==> config.mk <==
export PLATFORM = sky130hd
export DESIGN_NAME = clr_div
export DESIGN_NICKNAME = d
export VERILOG_FILES = /design/src/rtl/core/clr_div.sv
export SDC_FILE = /design/constraint.sdc
export NUM_CORES = 1
export LEC_CHECK = 0
export BUFFER_PORTS_ARGS = -buffer_cell sky130_fd_sc_hd__buf_2
export CORE_ASPECT_RATIO = 1.75
export CORE_MARGIN = 4
export CORE_UTILIZATION = 40
export CTS_CLUSTER_SIZE = 20
export DETAILED_ROUTE_END_ITERATION = 10
export HOLD_SLACK_MARGIN = 0.1
export PLACE_DENSITY = 0.66
export SYNTH_ARGS = -nofsm -noshare
export SYNTH_HDL_FRONTEND = slang
export SYNTH_SLANG_ARGS = --single-unit
export TNS_END_PERCENT = 1
==> constraint.sdc <==
create_clock -name clk_i -period 5.5 [get_ports clk_i]
set_input_delay 1.1 -clock clk_i [delete_from_list [all_inputs] [get_ports clk_i]]
set_output_delay 1.1 -clock clk_i [all_outputs]
set_load 0.01 [all_outputs]
==> src/rtl/core/clr_div.sv <==
// Restoring serial divider, one quotient bit per cycle.
// No package dependencies.
module clr_div #(
  parameter int NW = 28,
  parameter int DW = 7
) (
  input  logic          clk_i,
  input  logic          rst_ni,
  input  logic          start_i,
  input  logic [NW-1:0] num_i,
  input  logic [DW-1:0] den_i,
  output logic          done_o,
  output logic [NW-1:0] quo_o
);

  localparam int KW = $clog2(NW + 1);

  logic          run_q, done_q;
  logic [KW-1:0] cnt_q;
  logic [NW-1:0] num_q;
  logic [DW-1:0] den_q;
  logic [DW:0]   rem_q;
  logic [DW:0]   rem_sh;
  logic          ge;

  assign rem_sh = {rem_q[DW-1:0], num_q[NW-1]};
  assign ge     = rem_sh >= {1'b0, den_q};

  always_ff @(posedge clk_i or negedge rst_ni) begin
    if (!rst_ni) begin
      run_q  <= 1'b0;
      done_q <= 1'b0;
      cnt_q  <= '0;
    end else begin
      done_q <= 1'b0;
      if (start_i) begin
        run_q <= 1'b1;
        cnt_q <= '0;
      end else if (run_q) begin
        cnt_q <= cnt_q + KW'(1);
        if (cnt_q == KW'(NW - 1)) begin
          run_q  <= 1'b0;
          done_q <= 1'b1;
        end
      end
    end
  end

  always_ff @(posedge clk_i) begin
    if (start_i) begin
      num_q <= num_i;
      den_q <= den_i;
      rem_q <= '0;
    end else if (run_q) begin
      num_q <= {num_q[NW-2:0], ge};
      rem_q <= ge ? (rem_sh - {1'b0, den_q}) : rem_sh;
    end
  end

  assign done_o = done_q;
  assign quo_o  = num_q;

endmodule

After elaboration in Yosys (flattened, before gate mapping)
Cells that the tools add are included.
- bits in writable memories: 0
- ROM bits: 0
- register bits after elaboration: 49
- memories kept: 0
- output and inout port bits: 29
- bits in latches: 0
- input bits: 38
- add/subtract/negate cells: 2
- shifts and indexed selects: 0
- $lt $le $gt $ge: 1
- bitwise logic cells: 0
- equality and inequality tests: 1
- div/mod/pow operators: 0
- $mul: 0
- multiplexer cells: 11
- reductions and logical operators: 1
- operators by type and width (operator ; number):
    $mux W28 ; 2
    $mux W5 ; 2
    $ge A8 B7 Y1 ; 1
    $mux W7 ; 1
    $sub A7 B7 Y7 ; 1
    $mux W1 ; 6
    $add A5 B1 Y5 const B ; 1
    $eq A5 B5 Y1 const B ; 1
    $reduce_bool A2 Y1 ; 1

Logic depth before layout (Yosys ltp)
- depth in word-level cells: 4
- gate-level depth with buffers: 9
- gate-level depth less buffers: 7

Least setup slack after synthesis
No wires, ideal clock.
- kind: input-to-reg
- start point: input start_i
- end point: register num_q[0] (netlist: quo_o[0]), enable pin
- data required time: 5.130 ns
- library setup time: 0.370 ns
- stages on the path: 3
- setup slack: 2.993 ns
- data arrival time: 2.137 ns
- cells stage by stage: clkbuf_1 -> buf_1 -> or2_2
- cells in the longest elaborated chain, start to end: 1
- ends and longest elaborated chain (what ; line ; text):
    from (decl) ; 9 ; input logic start_i,
    $reduce_bool A2 Y1 (no source line) ; - ;
    to (signal assigned) ; 51 ; num_q <= num_i;
    to (signal assigned) ; 55 ; num_q <= {num_q[NW-2:0], ge};
    to (decl) ; 20 ; logic [NW-1:0] num_q;
No other way between the ends.
A chain may end at the register's enable or synchronous reset.

Worst setup path after layout
- start point: input start_i
- end point: register num_q[6] (netlist: quo_o[6]), enable pin
Same word-level chain as after synthesis.

==> results.json <==
{
  "fin_setup_tns_ps": 0,
  "synth_cells": 198,
  "nets": 308,
  "worst_pin_slew_ps": 774,
  "cellPowerDensity_nw_per_um2": 338,
  "grt_max_degree": 36,
  "slowest_stage": "or2_2",
  "cap_violations": 0,
  "post-route-util": 0.486,
  "design_area_um2": 3010,
  "drive_above_1_share": 0.424,
  "start_util": 0.409,
  "leakagePower_nw": 1.27,
  "start_kind": "input pin",
  "synth_seq_cells": 49,
  "finalSetupViolCount": 0,
  "synthesis.area_um2": 2530,
  "synth_top_cell_by_area": "edfxtp_1",
  "io_pins": 67,
  "area_delta_synth_final_pct": 19.0,
  "first_pass_iters": 4,
  "r2r-start": "quo_o[27]$_DFFE_PP_",
  "viasPerCell": 5.16,
  "rsz0062_at_grt": "no",
  "ir_drop_mv": 0.214,
  "grt_first_pass_wirelength_um": 8510,
  "clock_latency_ps": 300,
  "clock_path_buffers": 2,
  "cts_tree": "built",
  "slew_headroom": 0.484,
  "path_delay_family": "simple AND/OR/NAND/NOR gates",
  "crit_path_max_incr_delay_ps": 650,
  "max_freq_mhz": 421,
  "skew_ps": 7.83,
  "clock-sinks": 49,
  "dp_hpwl_um": 3750,
  "diodes": 0,
  "slew_viol_final": 0,
  "syn_nets": 245,
  "grt_overflow": 0,
  "numCtsBuffers": 5,
  "fp.dieArea_um2": 7700,
  "min_path_type": "reg -> reg",
  "portBuffers": 66,
  "routed_wl_um": 4990,
  "grt_pass1_vias": 1796,
  "fillerInstances": 600,
  "crit_path_start": "start_i",
  "outcome": "finished clean",
  "arrival_ps": 2310,
  "syn_area_per_cell_um2": 12.8,
  "wl_per_cell_um": 14.6,
  "hold_path.startpoint": "rem_q[1]$_SDFFE_PP0P_",
  "htreeDepth": 2,
  "hold_buffers": 0,
  "ant_nets": 0,
  "core_um2": 6180,
  "place_area_um2": 2900,
  "num_rows": 38,
  "antenna_found_initial": 0,
  "synth_top_cell_area_share": 0.416,
  "drcViolationCount": 0,
  "min_period_ps": 2370,
  "grt_usage": 0.146,
  "cp.required_ps": 5440,
  "synth-seq-area-share": 0.541,
  "path_cells": "buf_2, or2_2",
  "fin_crit_sh": 0.431,
  "drtIter0Drc": 33,
  "postCtsSetupRepairBufs": 0,
  "hold_viol_final": 0,
  "ys_warn_count": 0,
  "yosysUniqueCellTypes": 47,
  "yosys-top-cells-area": "edfxtp_1 (42%), mux2_2 (12%), dfrtp_1 (6.9%)",
  "dr_total_vias": 1764,
  "crit_type": "in -> reg",
  "die_x_um": 68.1,
  "cp_num_buf_inv": 1,
  "gp_congestion": 0.742,
  "root_buffer": "clkbuf_8",
  "die_h_um": 113,
  "end_kind": "register",
  "path_clk_slew_ps": 90,
  "critPathMaxFanout": 35,
  "cts_resized": 0
}
stage by stage:
stage               setup slack [ps]  instances  hold slack (ps)  power (mW)
floorplan                       2990        198              486       0.708
global placement                2810        334              531       0.789
detailed placement              2770        334              533       0.791
CTS                             3120        342              547        1.03
global route                    2990        342              584        1.08
finish                          3130        342              544        1.02
cell families (layout without fill, tap and decap cells):
| group | count (synthesis) | in the layout | share of synthesized area |
|---|---|---|---|
| buffers and inverters | 22 | 86 | 0.0406 |
| and+or+nand+nor | 53 | 53 | 0.118 |
| muxes | 29 | 29 | 0.128 |
| adders and majority gates | 9 | 9 | 0.0475 |
| DFF | 49 | 49 | 0.541 |
| AOI/OAI and AO/OA | 29 | 29 | 0.100 |
| xor gates and xnor gates | 7 | 7 | 0.0243 |
area by class of cell:
class	instances	area, µm²	area share
sequential	49	1370	0.454
multi-input combinational	127	1060	0.352
timing repair buffer	67	338	0.112
tap	80	100	0.0333
clock buffer	7	97.6	0.0325
inverter	11	41.3	0.0137
clock inverter	1	5.00	0.00166
synthesized netlist by cell type, drive strengths merged:
cell type / number
xnor2: 3
nor3: 1
clkbuf: 3
a31o: 1
and3: 1
o31ai: 2
mux2i: 2
a2111oi: 1
dfrtp: 7
o21ai: 3
nand4: 4
mux2: 27
or3b: 2
dfxtp: 7
or2b: 1
o2111ai: 1
or2: 2
nand3b: 4
a211oi: 4
or4b: 1
a41oi: 4
nand2b: 6
ha: 8
a211o: 1
fa: 1
nand4b: 1
nand2: 8
nand3: 2
o21bai: 2
edfxtp: 35
inv: 11
o221ai: 1
nor2: 15
a31oi: 2
a311oi: 2
buf: 8
a21oi: 1
nor3b: 5
xor2: 4
a21o: 4
sequential cells by signal, summed over array words and instances, names as in the netlist:
register / cells
run_q: 1
quo_o: 28
rem_q: 7
done_o: 1
den_q: 7
cnt_q: 5
cells in the final DEF (no fill, tap or decap), drive strengths merged, types with 2 or more instances in the layout:
| master | netlist | layout |
|---|---|---|
| a211oi | 4 | 4 |
| a21o | 4 | 4 |
| a311oi | 2 | 2 |
| a31oi | 2 | 2 |
| a41oi | 4 | 4 |
| buf | 8 | 67 |
| clkbuf | 3 | 7 |
| dfrtp | 7 | 7 |
| dfxtp | 7 | 7 |
| edfxtp | 35 | 35 |
| ha | 8 | 8 |
| inv | 11 | 11 |
| mux2 | 27 | 27 |
| mux2i | 2 | 2 |
| nand2 | 8 | 8 |
| nand2b | 6 | 6 |
| nand3 | 2 | 2 |
| nand3b | 4 | 4 |
| nand4 | 4 | 4 |
| nor2 | 15 | 15 |
| nor3b | 5 | 5 |
| o21ai | 3 | 3 |
| o21bai | 2 | 2 |
| o31ai | 2 | 2 |
| or2 | 2 | 2 |
| or3b | 2 | 2 |
| xnor2 | 3 | 3 |
| xor2 | 4 | 4 |
routing by layer:
metal | track usage | share of wire | vias to the layer above
met3 | 0.0357 | 0.048 | 11
met5 | 0 | 0 | -
met1 | 0.161 | 0.39 | 849
li1 | - | - | 860
met4 | 0.0691 | 0.029 | 0
met2 | 0.251 | 0.53 | 44
power breakdown:
| group | total [mW] | internal (mW) | switching (mW) | leakage, nW |
|---|---|---|---|---|
| sequential | 0.483 | 0.449 | 0.0334 | 0.514 |
| combinational | 0.298 | 0.142 | 0.157 | 0.701 |
| clock | 0.234 | 0.117 | 0.118 | 0.0534 |
| total | 1.02 | 0.708 | 0.308 | 1.27 |
final timing paths:
| kind | slack, ps | cells past startpoint | end |
|---|---|---|---|
| max in group asynchronous | 4740 | 1 | cnt_q[3]$_DFFE_PN0P_ |
| worst min register to register | 540 | 2 | rem_q[2]$_SDFFE_PP0P_ |
| min in group asynchronous | 610 | 1 | done_o$_DFF_PN0_ |
| worst max-delay path | 3130 | 2 | quo_o[6]$_DFFE_PP_ |
| worst min-delay path | 540 | 2 | rem_q[2]$_SDFFE_PP0P_ |
| worst max register to register | 3170 | 7 | rem_q[0]$_SDFFE_PP0P_ |
Power figures use the tool's default switching activity.
