<file path="config.mk">
export PLATFORM = sky130hd
export DESIGN_NAME = clr_cell
export DESIGN_NICKNAME = d
export VERILOG_FILES = /design/src/rtl/core/clr_pkg.sv /design/src/rtl/core/clr_cell.sv
export SDC_FILE = /design/constraint.sdc
export NUM_CORES = 1
export LEC_CHECK = 0
export BUFFER_PORTS_ARGS = -buffer_cell sky130_fd_sc_hd__buf_2
export CAP_MARGIN = 20
export CORE_MARGIN = 2
export CORE_UTILIZATION = 41
export CTS_BUF_LIST = sky130_fd_sc_hd__clkbuf_2 sky130_fd_sc_hd__clkbuf_4 sky130_fd_sc_hd__clkbuf_8
export CTS_CLUSTER_DIAMETER = 120
export DETAILED_ROUTE_END_ITERATION = 6
export PLACE_DENSITY = 0.81
export SLEW_MARGIN = 20
export SYNTH_ARGS = -nofsm -noshare
export SYNTH_HDL_FRONTEND = slang
export SYNTH_SLANG_ARGS = --single-unit
</file>
<file path="constraint.sdc">
create_clock -name clk_i -period 4.45 [get_ports clk_i]
set_clock_uncertainty 0.15 [all_clocks]
set_input_delay 0.89 -clock clk_i [delete_from_list [all_inputs] [get_ports clk_i]]
set_output_delay 0.89 -clock clk_i [all_outputs]
set_load 0.05 [all_outputs]
</file>
<file path="src/rtl/core/clr_pkg.sv">
// Shared types and constants for the channel latency ranker.
// No dependencies; used by clr_cell and channel_latency_ranker_core.
package clr_pkg;

  localparam int MaxProbesDef = 64;
  localparam int TimeBitsDef  = 26;

  localparam logic [31:0] NoReplyTime = 32'd999999;
  localparam logic [9:0]  NoReplyLoss = 10'd1000;
  localparam logic [31:0] ScoreMax    = 32'hFFFF_FFFF;
  localparam logic [3:0]  ChanHigh    = 4'd11;
  localparam logic [3:0]  ChanLow     = 4'd1;

  // Control shared by every cell of the sample chain.
  typedef struct packed {
    logic ins;    // insert the new time in sorted place
    logic shift;  // move every value one cell toward cell 0
  } cell_ctl_t;

endpackage

</file>
<file path="src/rtl/core/clr_cell.sv">
// One cell of the sorted sample chain: holds one reply time.
// Depends on clr_pkg for the chain control struct.
module clr_cell #(
  parameter int TIME_BITS = clr_pkg::TimeBitsDef,
  parameter int CW        = 7,
  parameter int IDX       = 0
) (
  input  logic                 clk_i,
  input  clr_pkg::cell_ctl_t   ctl_i,
  input  logic [CW-1:0]        cnt_i,
  input  logic [TIME_BITS-1:0] new_i,
  input  logic [TIME_BITS-1:0] left_val_i,
  input  logic                 left_gt_i,
  input  logic [TIME_BITS-1:0] right_val_i,
  output logic [TIME_BITS-1:0] val_o,
  output logic                 gt_o
);

  logic [TIME_BITS-1:0] val_q;
  logic                 below;
  logic                 at_end;

  assign below  = CW'(IDX) < cnt_i;
  assign at_end = CW'(IDX) == cnt_i;
  // The first empty slot counts as larger than anything.
  assign gt_o   = at_end | (below & (val_q > new_i));
  assign val_o  = val_q;

  always_ff @(posedge clk_i) begin
    if (ctl_i.shift) begin
      val_q <= right_val_i;
    end else if (ctl_i.ins && gt_o) begin
      val_q <= left_gt_i ? left_val_i : new_i;
    end
  end

endmodule

</file>
# == After elaboration in Yosys (flattened, before gate mapping) ==
# Cells that the tools add are included.
# word_totals
rom_bits,0
out_inout_bits,27
input_bits,89
n_memories,0
ff_bits,26
wordCells,11
mem_bits_rw,0
latchBits,0
# classes
n_reduce_logical,3
eq_ne,0
order_cmp,2
shifts,0
n_addsub,0
n_div,0
n_bitwise,2
n_mul,0
mux,3
# op_table
cell,count
$mux W26,3
$gt A26 B26 Y1,1
$logic_not A7 Y1,1
$lt A1 B7 Y1 const A,1
$reduce_bool A2 Y1,1
$and A1 B1 Y1,1
$logic_and A1 B1 Y1,1
$or A1 B1 Y1,1

# == Longest topological paths before layout ==
# Gate-level depths: netlist of the first run.
# depth
word_depth,6
mapped_depth,7
depth_no_buf,7

# == Worst setup path after synthesis of the first run ==
# OpenSTA, ideal clock, no wires.
# synth_path
path_kind,in2reg
startpoint,in new_i[24]
endpoint,reg val_q[0] (netlist: val_o[0]) (enable)
setup_time_ns,0.449
n_path_buf,0
slack_ns,-0.086
arrival_ns,3.937
required_ns,3.851
path_stages,6
path_cell_list,inv_1 > ha_1 > nand4_1 > nor4_1 > a2111oi_2 > o31ai_1
# synth_between
elab_chain_cells,5
# synth_lines
item,line,text
"start, declared",clr_cell.sv:11,"input logic [TIME_BITS-1:0] new_i,"
$gt A26 B26 Y1,clr_cell.sv:26,assign gt_o = at_end | (below & (val_q > new_i));
$and A1 B1 Y1,clr_cell.sv:26,
$or A1 B1 Y1,clr_cell.sv:26,
$logic_and A1 B1 Y1,clr_cell.sv:32,end else if (ctl_i.ins && gt_o) begin
$reduce_bool A2 Y1 (no line),n/a,
"end signal, assigned",clr_cell.sv:31,val_q <= right_val_i;
"end signal, assigned",clr_cell.sv:33,val_q <= left_gt_i ? left_val_i : new_i;
"end, declared",clr_cell.sv:19,logic [TIME_BITS-1:0] val_q;
# No other way between the ends.
# A chain may end at the register's enable or synchronous reset.

# == Worst setup path after layout of the first run ==
# layout_path
startpoint,in new_i[5]
endpoint,out gt_o
# layout_between
elab_chain_cells,3
# layout_lines
item,line,text
$gt A26 B26 Y1,clr_cell.sv:26,
$and A1 B1 Y1,clr_cell.sv:26,
$or A1 B1 Y1,clr_cell.sv:26,
"end, declared",clr_cell.sv:16,output logic gt_o
# No other way between the ends.

==> results of run 1 <==
[logic make-up (layout without fill, tap and decap cells)]
family | after synthesis | count (layout) | synth area share [%]
AOI/OAI and AO/OA | 49 | 49 | 14.32
muxes | 26 | 26 | 12.95
DFF | 26 | 26 | 38.85
and+or+nand+nor | 47 | 47 | 10.40
adders and majority gates | 26 | 26 | 16.19
buffers and inverters | 38 | 149 | 7.285
[area by class of cell]
type	instances	area share, %
Multi-Input combinational cell	148	40.24
Tap cell	67	3.078
Sequential cell	26	28.66
Timing Repair Buffer	116	21.41
Clock inverter	1	1.102
Inverter	29	3.996
Clock buffer	3	1.516
[through the flow]
step	utilization (%)	setup WS [ns]	cells	hold slack, ns	power, µW
floorplan	-	0.7170	212	0.9271	527.3
global placement	56.16	0.5687	386	1.019	615.4
detailed placement	56.16	0.5260	386	1.023	625.0
CTS	57.67	0.5258	390	0.7321	826.9
global route	57.67	0.4426	390	0.7392	865.8
finish	57.67	0.5508	390	0.7364	816.0
[worst register-to-register path, cell delays in order, from the launching register on]
cell	delay, ns
edfxtp_1	0.42
ha_1	0.34
nand4_1	0.17
nor4_1	0.53
a2111oi_2	0.19
o31ai_4	0.24
buf_4	0.36
[layer usage]
metal	vias up	wire length, µm	track usage (%)
li1	987	-	-
met1	857	2067	20.60
met2	69	2435	33.04
met3	2	293	2.846
met4	0	18	4.242
met5	-	0	0
[worst paths after layout]
kind	from	endpoint	slack, ns	cells past startpoint
setup / recovery	new_i[5]	gt_o	0.55	9
hold / removal	right_val_i[23]	val_o[23]	0.74	3
setup reg to reg	val_o[24]	val_o[24]	1.72	6
hold reg to reg	val_o[1]	val_o[2]	1.13	4
[report_power, final]
group | switching (µW) | total (µW) | leakage, µW | internal (µW)
Combinational | 197 | 298 | 0.00114 | 101
Clock | 79.5 | 200 | 0.0000357 | 120
Sequential | 13.8 | 318 | 0.000263 | 304
[placed cells by master (no fill, tap or decap)]
cell type,instances
ha_1,26
a2111oi_2,1
buf_4,1
clkbuf_8,3
o21ai_0,29
a2111o_1,1
nand2b_1,1
nor3_1,2
a21o_1,1
nor4_1,2
inv_1,29
and4_1,1
mux2i_1,26
a21oi_2,2
o31ai_4,1
nand3_1,2
o21ai_1,2
a31oi_1,1
nor2_1,3
a21boi_0,1
nand2_1,30
nand4_1,6
a21oi_1,7
a211oi_1,2
bufinv_16,1
a221o_1,1
edfxtp_1,26
buf_2,115
==> results by group, run 1 <==
Timing
  – Slew headroom: 48.77%
  – Slew of the pin with the lowest slew margin: 0.7684 ns
  – Unrepaired setup endpoints after global routing: false
  – Setup-violating endpoint count in the final report: 0
  – Final period utilization: 87.62%
  – Final Hold Viols: 0
  – Max Clock Freq: 0.2565 GHz
  – Min cycle time layout: 3.899 ns
  – Setup tns final: 0 ns
  – Final Max Slew Viols: 0

CTS
  – Clock tree from TritonCTS: built
  – Maximum count of clock buffers along a single path: 2
  – Post-CTS Setup Bufs: 0
  – Total clock buffers created by CTS: 3
  – Clock Sink Count: 26
  – Hold-fix buffers, CTS: 0
  – Clk slew on worst S/H paths: 0.10 ns
  – Insertion delay to the later sink of the worst-skew pair: 0.27 ns
  – CTS H-Tree Depth: 1
  – Cell chosen for the clock root: clkbuf_8
  – Resized cells post-CTS: 0

Worst setup path
  – Worst EP required: 3.41 ns
  – CP top delay family: compound AO/OA/AOI/OAI gates
  – Crit-path max cell delay: 0.53 ns
  – Kind of capture point of the worst setup path: output port
  – Worst path arrival time: 2.86 ns
  – Critical-path maximum fanout: 3
  – CP Launch Type: input pin
  – Crit path buf inv count: 3
  – Kind of critical path: in -> out
  – Cell at the slowest stage of the critical path: a2111oi_2
  – Cell-by-cell trace of the critical path: buf_2, inv_1, ha_1, a21oi_2, o21ai_1, a2111o_1, a2111oi_2, o21ai_1, buf_2

Placement
  – DP Area: 0.002653 mm²
  – HPWL after DPL: 3945 µm
  – Placer's final routability congestion estimate: 0.7781
  – Count of input and output buffers: 115

Routing
  – Overall via count from detail_route: 1,915
  – WL per Instance: 12.34 µm
  – Post-detailed-route DRC marker count: 0
  – WL final: 4814 µm
  – DRT iter0 DRCs: 94
  – Count of nets left with antenna violations after detail routing: 0
  – Via-per-instance ratio: 4.910
  – First-pass DRT Iterations: 4

Synthesis
  – Yosys warning count: 0
  – Most area-hungry cell type in the Yosys netlist: edfxtp_1
  – Most frequent cells after synthesis: 30 x nand2_1, 29 x inv_1, 29 x o21ai_0
  – Area share of the leading cell type in the synthesized netlist: 38.85%
  – Mean instance size in the synthesized netlist: 9.478 µm²
  – Post-synthesis async set-or-reset flop share: 0%
  – Total nets after synthesis: 327
  – Most used flip-flop cell after synthesis: edfxtp_1
  – Post-Syn Area: 0.002009 mm²
  – Post-synth EDFFs: 26
  – Number of register bits inferred by synthesis: 26
  – Synth Instances: 212
  – Dominant cell by count in the synthesized netlist: nand2_1
  – Most area-consuming cells after synthesis: edfxtp_1 39%, ha_1 16%, mux2i_1 13%, o21ai_0 7.2%, nand2_1 5.6%
  – Number of distinct library cells after synthesis: 26
  – Proportion of synthesized chip area in sequential cells: 38.85%

Finish
  – Final std cell area, no fill: 0.002724 mm²
  – Max FFs per register: 26
  – Area growth, synth to finish: 35.55%
  – Area used by multi-input combinational logic: 0.001096 mm²
  – Sequential cell area in the final layout: 780.7 µm²
  – Filler cells: 431
  – Antenna cells: 0
  – Fraction of final layout cells with drive strength greater than 1: 38.39%
  – Nets: 439

Outcome
  – Outcome: complete, no violations

Floorplanning
  – Initial core utilization: 42.54%
  – Row count: 25
  – Die footprint: 0.005477 mm²
  – Height of the chip: 74.01 µm
  – Placeable core region: 0.004723 mm²
  – Count of pins on the block boundary: 116
  – Width of the die: 74.01 µm

Power and ir drop
  – Leak Pwr: 0.001437 µW
  – Power per unit of standard cell area: 299.6 mW/mm²
  – Peak ir drop on the vdd network: 0.1179 mV

Global routing
  – Global-route wire length before repair: 7445 µm
  – Pin count of the biggest net entering global routing: 54
  – Total congestion overflow: 0
  – Initial antenna violation count: 0
  – Overall routing resource usage: 17.50%
  – Vias in the first global route: 1,820

Min path
  – Class of the most critical hold timing path: in -> reg

Run
  – Max-capacitance violation count: 0
No activity file was read; power rests on OpenSTA's default activity.
==> inputs of run 2 (changes only) <==
--- a/config.mk
+++ b/config.mk
@@ -5,14 +5,16 @@
 export SDC_FILE = /design/constraint.sdc
 export NUM_CORES = 1
 export LEC_CHECK = 0
+export ABC_AREA = 1
 export BUFFER_PORTS_ARGS = -buffer_cell sky130_fd_sc_hd__buf_2
 export CAP_MARGIN = 20
 export CORE_MARGIN = 2
-export CORE_UTILIZATION = 41
+export CORE_UTILIZATION = 42
 export CTS_BUF_LIST = sky130_fd_sc_hd__clkbuf_2 sky130_fd_sc_hd__clkbuf_4 sky130_fd_sc_hd__clkbuf_8
 export CTS_CLUSTER_DIAMETER = 120
 export DETAILED_ROUTE_END_ITERATION = 6
-export PLACE_DENSITY = 0.81
+export PLACE_DENSITY = 0.82
+export REMOVE_ABC_BUFFERS = 1
 export SLEW_MARGIN = 20
 export SYNTH_ARGS = -nofsm -noshare
 export SYNTH_HDL_FRONTEND = slang
==> run 2 against run 1 <==
  * Via count increased by 5.6%
  * Clock power fell by 31%
  * Global-route usage rose by 0.73 points
  * Core utilization is 0.28 points higher
  * Critical path depth increased by 3
  * Routed wire length grew 4.1%
  * First-iteration DRC count fell by 22%
  * Synthesized area grew 3.6%
  * Final cell count grew 10%
  * Sequential share of layout area is 0.33 points lower
  * Final area rose by 1.1%
  * Total power decreased by 6.8%
  * Highest routed layer unchanged
==> results by group, run 2 <==
Synthesis
  – Yosys warning count: 0 (unchanged)
  – Post-Syn Area: 0.002082 mm² (+3.6%)
  – Number of register bits inferred by synthesis: 26 (unchanged)
  – Most used flip-flop cell after synthesis: edfxtp_1
  – Mean instance size in the synthesized netlist: 8.262 µm² (-13%)
  – Area share of the leading cell type in the synthesized netlist: 37.50% (-1.4 points)
  – Post-synthesis async set-or-reset flop share: 0% (unchanged)
  – Dominant cell by count in the synthesized netlist: nand2_1
  – Synth Instances: 252 (+19%)
  – Proportion of synthesized chip area in sequential cells: 37.50% (-1.4 points)
  – Number of distinct library cells after synthesis: 19 (-27%)
  – Most area-consuming cells after synthesis: edfxtp_1 38%, ha_1 16%, nand2_1 12%, o211ai_1 8.3%, o21a_1 8.3%
  – Most frequent cells after synthesis: 64 x nand2_1, 41 x inv_1, 26 x edfxtp_1, 26 x ha_1
  – Most area-hungry cell type in the Yosys netlist: edfxtp_1
  – Post-synth EDFFs: 26 (unchanged)

CTS
  – Clock tree from TritonCTS: built
  – Clk slew on worst S/H paths: 0.10 ns (about the same)
  – Cell chosen for the clock root: clkbuf_8
  – Total clock buffers created by CTS: 3 (unchanged)
  – Resized cells post-CTS: 0 (unchanged)
  – Maximum count of clock buffers along a single path: 2 (unchanged)
  – CTS H-Tree Depth: 1 (unchanged)
  – Insertion delay to the later sink of the worst-skew pair: 0.27 ns (about the same)
  – Clock Sink Count: 26 (unchanged)
  – Hold-fix buffers, CTS: 0 (unchanged)
  – Post-CTS Setup Bufs: 0 (unchanged)

Floorplanning
  – Count of pins on the block boundary: 116 (unchanged)
  – Width of the die: 74.41 µm (+0.54%)
  – Die footprint: 0.005536 mm² (+1.1%)
  – Initial core utilization: 43.79% (+1.2 points)
  – Row count: 25 (unchanged)
  – Height of the chip: 74.41 µm (+0.54%)
  – Placeable core region: 0.004755 mm² (+0.66%)

Min path
  – Hold path start: right_val_i[21]
  – Class of the most critical hold timing path: in -> reg
  – Endpoint with the worst hold slack: val_o[21]
  – Min-Delay Path Depth: 2 (-1)

Timing
  – Setup-violating endpoint count in the final report: 0 (unchanged)
  – Final Max Slew Viols: 0 (unchanged)
  – Final Hold Viols: 0 (unchanged)
  – Setup tns final: 0 ns (unchanged)
  – Slew headroom: 44.65% (-4.1 points)
  – Slew of the pin with the lowest slew margin: 0.8303 ns (+0.06190 ns)
  – Min cycle time layout: 3.334 ns (-0.5650 ns)
  – Max Clock Freq: 0.2999 GHz (+17%)
  – Final period utilization: 74.93% (-13 points)
  – PnR worst setup slack: 1.116 ns (+0.5650 ns)
  – Unrepaired setup endpoints after global routing: false

Routing
  – Post-detailed-route DRC marker count: 0 (unchanged)
  – WL per Instance: 11.68 µm (-5.4%)
  – Via-per-instance ratio: 4.713 (-4.0%)
  – WL final: 5011 µm (+4.1%)
  – DRT iter0 DRCs: 73 (-22%)
  – First-pass DRT Iterations: 4 (unchanged)
  – Count of nets left with antenna violations after detail routing: 0 (unchanged)
  – Overall via count from detail_route: 2,022 (+5.6%)

Power and ir drop
  – Peak ir drop on the vdd network: 0.1436 mV (+22%)
  – Leak Pwr: 0.001441 µW (+0.26%)
  – Power per unit of standard cell area: 276.0 mW/mm² (-7.9%)

Run
  – Max-capacitance violation count: 0 (unchanged)

Finish
  – Antenna cells: 0 (unchanged)
  – Commonest non-fill, non-tap cell in the layout: buf_2
  – Fraction of final layout cells with drive strength greater than 1: 34.53% (-3.9 points)
  – Max FFs per register: 26 (unchanged)
  – Sequential cell area in the final layout: 780.7 µm² (unchanged)
  – Nets: 478 (+8.9%)
  – Filler cells: 446 (+3.5%)
  – Area growth, synth to finish: 32.33%
  – Final std cell area, no fill: 0.002755 mm² (+1.1%)
  – Commonest non-fill, non-tap cells in the layout: 115 x buf_2, 64 x nand2_1, 41 x inv_1
  – Area used by multi-input combinational logic: 0.001097 mm² (+0.11%)
  – Number of standard cells in the final layout excluding fillers: 429 (+10%)

Placement
  – DP Worst Slack: 1.047 ns (+0.5213 ns)
  – DP Area: 0.002710 mm² (+2.2%)
  – Count of input and output buffers: 115 (unchanged)
  – Placed Cells: 425 (+10%)
  – Placer's final routability congestion estimate: 0.6947 (-11%)
  – HPWL after DPL: 3982 µm (+0.94%)

Global routing
  – Global-route wire length before repair: 7955 µm (+6.9%)
  – Pin count of the biggest net entering global routing: 51 (-5.6%)
  – Overall routing resource usage: 18.24% (+0.73 points)
  – Vias in the first global route: 1,959 (+7.6%)
  – Total congestion overflow: 0 (unchanged)
  – Initial antenna violation count: 0 (unchanged)

Worst setup path
  – Cell-by-cell trace of the critical path: buf_2, inv_1, ha_1, nand2_1, nor2_1, nand3_1, nor2_2, nand2_1, nand3_1, nand2_1, nand2_2, buf_2
  – Crit-path max cell delay: 0.30 ns (-0.23 ns)
  – Worst path arrival time: 2.29 ns (-0.57 ns)
  – Crit-path most repeated cell: nand2_1
  – Kind of critical path: in -> out
  – Start point of the critical path: new_i[21]
  – Cell at the slowest stage of the critical path: ha_1
  – Critical R2R Capture: val_o[7]
  – Kind of capture point of the worst setup path: output port
  – Worst reg2reg startpoint: val_o[21]
  – Register-to-register setup slack: 1.72 ns (about the same)
  – Cells on worst reg2reg path: 12 (+6)
  – Worst EP required: 3.41 ns (about the same)
  – CP Launch Type: input pin
  – Critical-path maximum fanout: 2 (-1)

Outcome
  – Outcome: complete, no violations
[run 2: worst max-delay path, delay by kind of cell]
kind / cells / cell delay (ns)
simple gates: 8 / 0.73
fa+ha+maj: 1 / 0.30
buf+inv: 3 / 0.37
[run 2: cells by family after synthesis]
group	after synthesis	synth area share (%)
AND/OR/NAND/NOR	85	16.47
AO/OA/AOI/OAI	62	20.61
buffers and inverters	53	9.796
adder cells (fa/ha/maj)	26	15.62
flip-flops	26	37.50
[run 2: metrics by stage]
stage,hold slack [ns],util [%],power [µW]
3_5_place_dp,1.015,57.00,629.4
3_3_place_gp,1.014,57.00,620.4
5_1_grt,0.7400,57.95,810.6
4_1_cts,0.7298,57.95,769.3
2_1_floorplan,0.9261,-,527.2
6_report,0.7358,57.95,760.5
[run 2: metal layers]
layer	share of wire (%)	track usage, %	wire length (µm)
met2	49	34.51	2470
met1	44	21.51	2203
met4	0.80	4.563	40
met5	0	0	0
met3	5.9	2.575	297
[run 2: how the worst max path moves through the flow]
stage	endpoint	slack, ns	cells after the start
detailed placement	val_o[20]	1.05	14
finish	gt_o	1.12	12
global route	gt_o	0.91	12
floorplan	val_o[0]	1.29	12
global placement	gt_o	1.14	12
CTS	gt_o	1.08	12
[run 2: final cells by class]
cell class | count | share of cell area (%)
multi-input cells | 173 | 39.83
flip-flops and latches | 26 | 28.34
repair buffers | 117 | 21.44
inverters | 42 | 5.722
well taps | 67 | 3.043
clock buffers | 3 | 1.499
clock inverters | 1 | 0.1362
[run 2: power by group]
part / switching, µW / total, µW / internal (µW)
Sequential: 13.4 / 317 / 303
Clock: 77.3 / 139 / 61.9
Combinational: 202 / 305 / 103
